--- src/design/cbpc_pkg.sv ---
package cbpc_pkg;

   // Block geometry
   localparam int BLOCK_BYTES = 32;
   localparam int BLOCK_BITS  = BLOCK_BYTES * 8;
   localparam int POS_W       = (BLOCK_BYTES > 1) ? $clog2(BLOCK_BYTES) : 1;
   localparam int BIT_W       = POS_W + 3;

   // Command queue between front and back
   localparam int QUEUE_DEPTH = 4;
   localparam int QUEUE_W     = $clog2(QUEUE_DEPTH);

   // Input mode codes
   localparam logic [2:0] MODE_LOAD_FIRST  = 3'd0;
   localparam logic [2:0] MODE_LOAD_SECOND = 3'd1;
   localparam logic [2:0] MODE_LOAD_CHAIN  = 3'd2;
   localparam logic [2:0] MODE_ENCRYPT     = 3'd3;
   localparam logic [2:0] MODE_DECRYPT     = 3'd4;

   typedef enum logic [2:0] {
      OP_LOAD_FIRST,
      OP_LOAD_SECOND,
      OP_LOAD_CHAIN,
      OP_ENCRYPT,
      OP_DECRYPT
   } op_type;

   typedef struct packed {
      logic [2:0] mode;
      logic [7:0] index;
      logic [7:0] value;
   } req_type;

   typedef struct packed {
      logic [7:0] data_byte;
      logic       block_last;
   } rsp_type;

   typedef struct packed {
      op_type     op;
      logic [7:0] index;
      logic [7:0] value;
   } cmd_type;

endpackage

--- src/design/cbpc_queue.sv ---
module cbpc_queue
   import cbpc_pkg::*;
(
   input  logic    clock,
   input  logic    reset,
   input  logic    push,
   input  cmd_type push_cmd,
   output logic    full,
   input  logic    pop,
   output logic    head_valid,
   output cmd_type head_cmd
);

   cmd_type              slot_ff [QUEUE_DEPTH];
   logic [QUEUE_W-1:0]   wr_ptr_ff;
   logic [QUEUE_W-1:0]   rd_ptr_ff;
   logic [QUEUE_W:0]     count_ff;
   logic [QUEUE_W:0]     count_in;
   logic                 do_pop;

   assign full       = (count_ff == (QUEUE_W+1)'(QUEUE_DEPTH));
   assign head_valid = (count_ff != '0);
   assign head_cmd   = slot_ff[rd_ptr_ff];
   assign do_pop     = pop && head_valid;

   always_comb begin
      count_in = count_ff;
      if (push && !do_pop) begin
         count_in = count_ff + 1'b1;
      end else if (do_pop && !push) begin
         count_in = count_ff - 1'b1;
      end
   end

   // Advance pointers and store pushed items
   always_ff @(posedge clock) begin
      if (reset) begin
         wr_ptr_ff <= '0;
         rd_ptr_ff <= '0;
         count_ff  <= '0;
      end else begin
         count_ff <= count_in;
         if (push) begin
            slot_ff[wr_ptr_ff] <= push_cmd;
            wr_ptr_ff          <= wr_ptr_ff + 1'b1;
         end
         if (do_pop) begin
            rd_ptr_ff <= rd_ptr_ff + 1'b1;
         end
      end
   end

endmodule

--- config.mk ---
export PLATFORM = sky130hd
export DESIGN_NAME = cbpc_queue
export DESIGN_NICKNAME = d
export VERILOG_FILES = /design/src/design/cbpc_pkg.sv /design/src/design/cbpc_queue.sv
export SDC_FILE = /design/constraint.sdc
export NUM_CORES = 1
export LEC_CHECK = 0
export BUFFER_PORTS_ARGS = -buffer_cell sky130_fd_sc_hd__buf_2
export CORE_ASPECT_RATIO = 1.5
export CORE_UTILIZATION = 56
export DETAILED_ROUTE_END_ITERATION = 8
export PLACE_DENSITY_LB_ADDON = 0.25
export SYNTH_ARGS = -nofsm -noshare
export SYNTH_HDL_FRONTEND = slang
export SYNTH_SLANG_ARGS = --single-unit
--- constraint.sdc ---
create_clock -name clock -period 2.6 [get_ports clock]
set_input_delay 0.39 -clock clock [delete_from_list [all_inputs] [get_ports clock]]
set_output_delay 0.39 -clock clock [all_outputs]
set_load 0.03 [all_outputs]
==> results.cfg <==
[pwr]
leakagePower_nw = 1.32
ir_worst_vdd_mv = 0.685
powerDensity_mw_per_mm2 = 909
finalPower_mw = 3.39

[placement]
dp_cells = 259
routabilityCongestion = 0.611
preCtsSetupSlack_ns = 0.390
hpwl_um = 3520
dpl_cell_area_sq_mm = 0.00354
port_buffers = 43

[logic_synthesis]
syn_area_sq_mm = 0.00323
yosysMostFrequentCell = edfxtp_1
async_reset_ff_share_pct = 0
synthTopCellsByCount = edfxtp_1, mux4_2, dfxtp_1, mux4_1, nor2_1
synth_fp_nets = 173
synth_top_area_share_pct = 70.6
synth_edf_count = 76
synth.distinct_cells = 23
yosys_warnings = 0
yosys.area.top_type = edfxtp_1
syn_area_per_cell_sq_um = 22.4
synth_area_leaders = edfxtp_1, mux4_1, mux4_2
synthFlopType = edfxtp_1
synth-seq-cells = 85
synth-seq-area-share_pct = 76.2
synth_cells = 144

[detailed_routing]
routedWlPerCell_um = 19.1
avgViaCountPerCell = 5.52
totalWireLength_um = 5250
drc = 0
num_vias = 1517
final_antenna_net_count = 0
first_pass_iters = 4
drtIter0Drc = 54

[min_path]
hold_depth = 1
min_path_type = input pin to register
worstHoldStart = push_cmd[4]
hold_end = slot_ff[0][4]

[global_routing]
first_global_vias = 1661
grt-ovfl-total = 0
grt.total_usage_pct = 19.6
antenna_found_initial = 0
grt_pass1_wl_um = 8080
grt_max_degree = 20

[finish]
synthToLayoutAreaGrowth_pct = 15.5
layout.cells.non_filler = 275
insertedDiodeCount = 0
nets = 229
utilization_pct = 68.0
fin_area_sq_mm = 0.00373
drive_above_1_share_pct = 36.1

[setup_path]
r2r_end = count_ff[2]
path_class = register to primary output
worstPathArrival_ns = 1.94
worst_ep_required_time_ns = 2.21
path_cells = buf_4 -> mux4_1 -> buf_2
worst-r2r-setup-slack_ns = 0.43
cp_max_fo = 8
cp_slowest_stage_delay_ns = 0.57
crit_path_end_kind = primary output
slowest_stage = dfxtp_1
r2r_start = count_ff[1]
ff2ff_path_depth = 7
worst_setup_path_start_kind = register

[run_status]
run_status = completed

[cts]
cts_resized = 0
cts_buffer_depth = 2
cts_setup_buffers = 0
cts_root_buffer = clkbuf_8
cts_sinks = 85
clk_latency_ns = 0.34
cts-hold-fix-buffers = 0
htree_levels = 3
cts_tree = built
clk_pin_slew_ns = 0.08
cts_buffers = 9

[timing]
slew_viol_final = 0
max_slew_margin_pct = 70.4
worst_pin_slew_ns = 0.444
fin_ws_ns = 0.274
setup_viol = 0
min_period_over_period_pct = 89.5
fin_worst_skew_ns = 0.00861
hold_ws_ns = 0.259
final.setup.tns_ns = 0
fmax_mhz = 430
hold_viol_final = 0
grt_setup_unrepaired = false
period_needed_ns = 2.33

[die]
pin_count = 44
start_util_pct = 58.8
floorplan.core_area_sq_mm = 0.00549
dieArea_sq_mm = 0.00608
rows = 33
die_w_um = 64.0
die_h_um = 95.0

[run]
maxCapViolCount = 0
[power by group]
| group | internal [mW] | switching [mW] | total [mW] |
|---|---|---|---|
| Combinational | 0.371 | 0.518 | 0.888 |
| Clock | 0.442 | 0.432 | 0.874 |
| Sequential | 1.56 | 0.0715 | 1.63 |
[how the worst max path moves through the flow]
stage / startpoint / end / slack (ns) / cells past startpoint
2_1_floorplan: count_ff[0] / count_ff[2] / 0.62 / 7
3_3_place_gp: count_ff[0] / count_ff[2] / 0.59 / 7
3_5_place_dp: count_ff[0] / count_ff[2] / 0.39 / 7
4_1_cts: register / head_cmd[6] / 0.20 / 3
5_1_grt: register / head_cmd[6] / 0.12 / 3
6_report: register / head_cmd[6] / 0.27 / 3
[logic make-up (layout without fill, tap and decap cells)]
family	Yosys count	in the layout	synth area share, %
multiplexers	21	21	14.9
buffers and inverters	8	69	1.74
adder cells (fa/ha/maj)	6	6	2.56
AO/OA/AOI/OAI	4	4	0.813
AND/OR/NAND/NOR	15	15	2.40
flip-flops	85	85	76.2
XOR/XNOR	5	5	1.36
[final cells by class]
type | count | area (sq um)
clock buffers | 10 | 128
clock inverters | 6 | 63.8
fillers | 378 | 1760
inverters | 3 | 11.3
multi-input cells | 51 | 712
flip-flops and latches | 85 | 2460
well taps | 70 | 87.6
repair buffers | 50 | 268
[layout by cell type (no fill, tap or decap), drive strengths merged, types with 2 or more instances in the layout]
cell type / Yosys / final
and2: 4 / 4
buf: 4 / 50
clkbuf: 1 / 10
clkinv: 0 / 4
dfxtp: 9 / 9
edfxtp: 76 / 76
ha: 5 / 5
inv: 3 / 3
mux2i: 2 / 2
mux4: 19 / 19
nor2: 7 / 7
or3: 2 / 2
xor2: 4 / 4
[sequential cells by signal, indices dropped and copies added (netlist names), named ones only]
signal and count:
wr_ptr_ff 2, count_ff 3, slot_ff 76, rd_ptr_ff 2
[critical path: cells and delay by family, from the launching register on]
kind | cells | cell delay [ns]
muxes | 1 | 0.56
buffers and inverters | 2 | 0.46
DFF | 1 | 0.57
[routing by layer]
metal	vias to the layer above	GRT usage, %	share of wire [%]
li1	698	-	-
met5	-	0	0
met4	0	10.4	1.6
met3	7	5.62	4.1
met2	48	36.3	58
met1	764	19.4	37
Power figures use the tool's default switching activity.
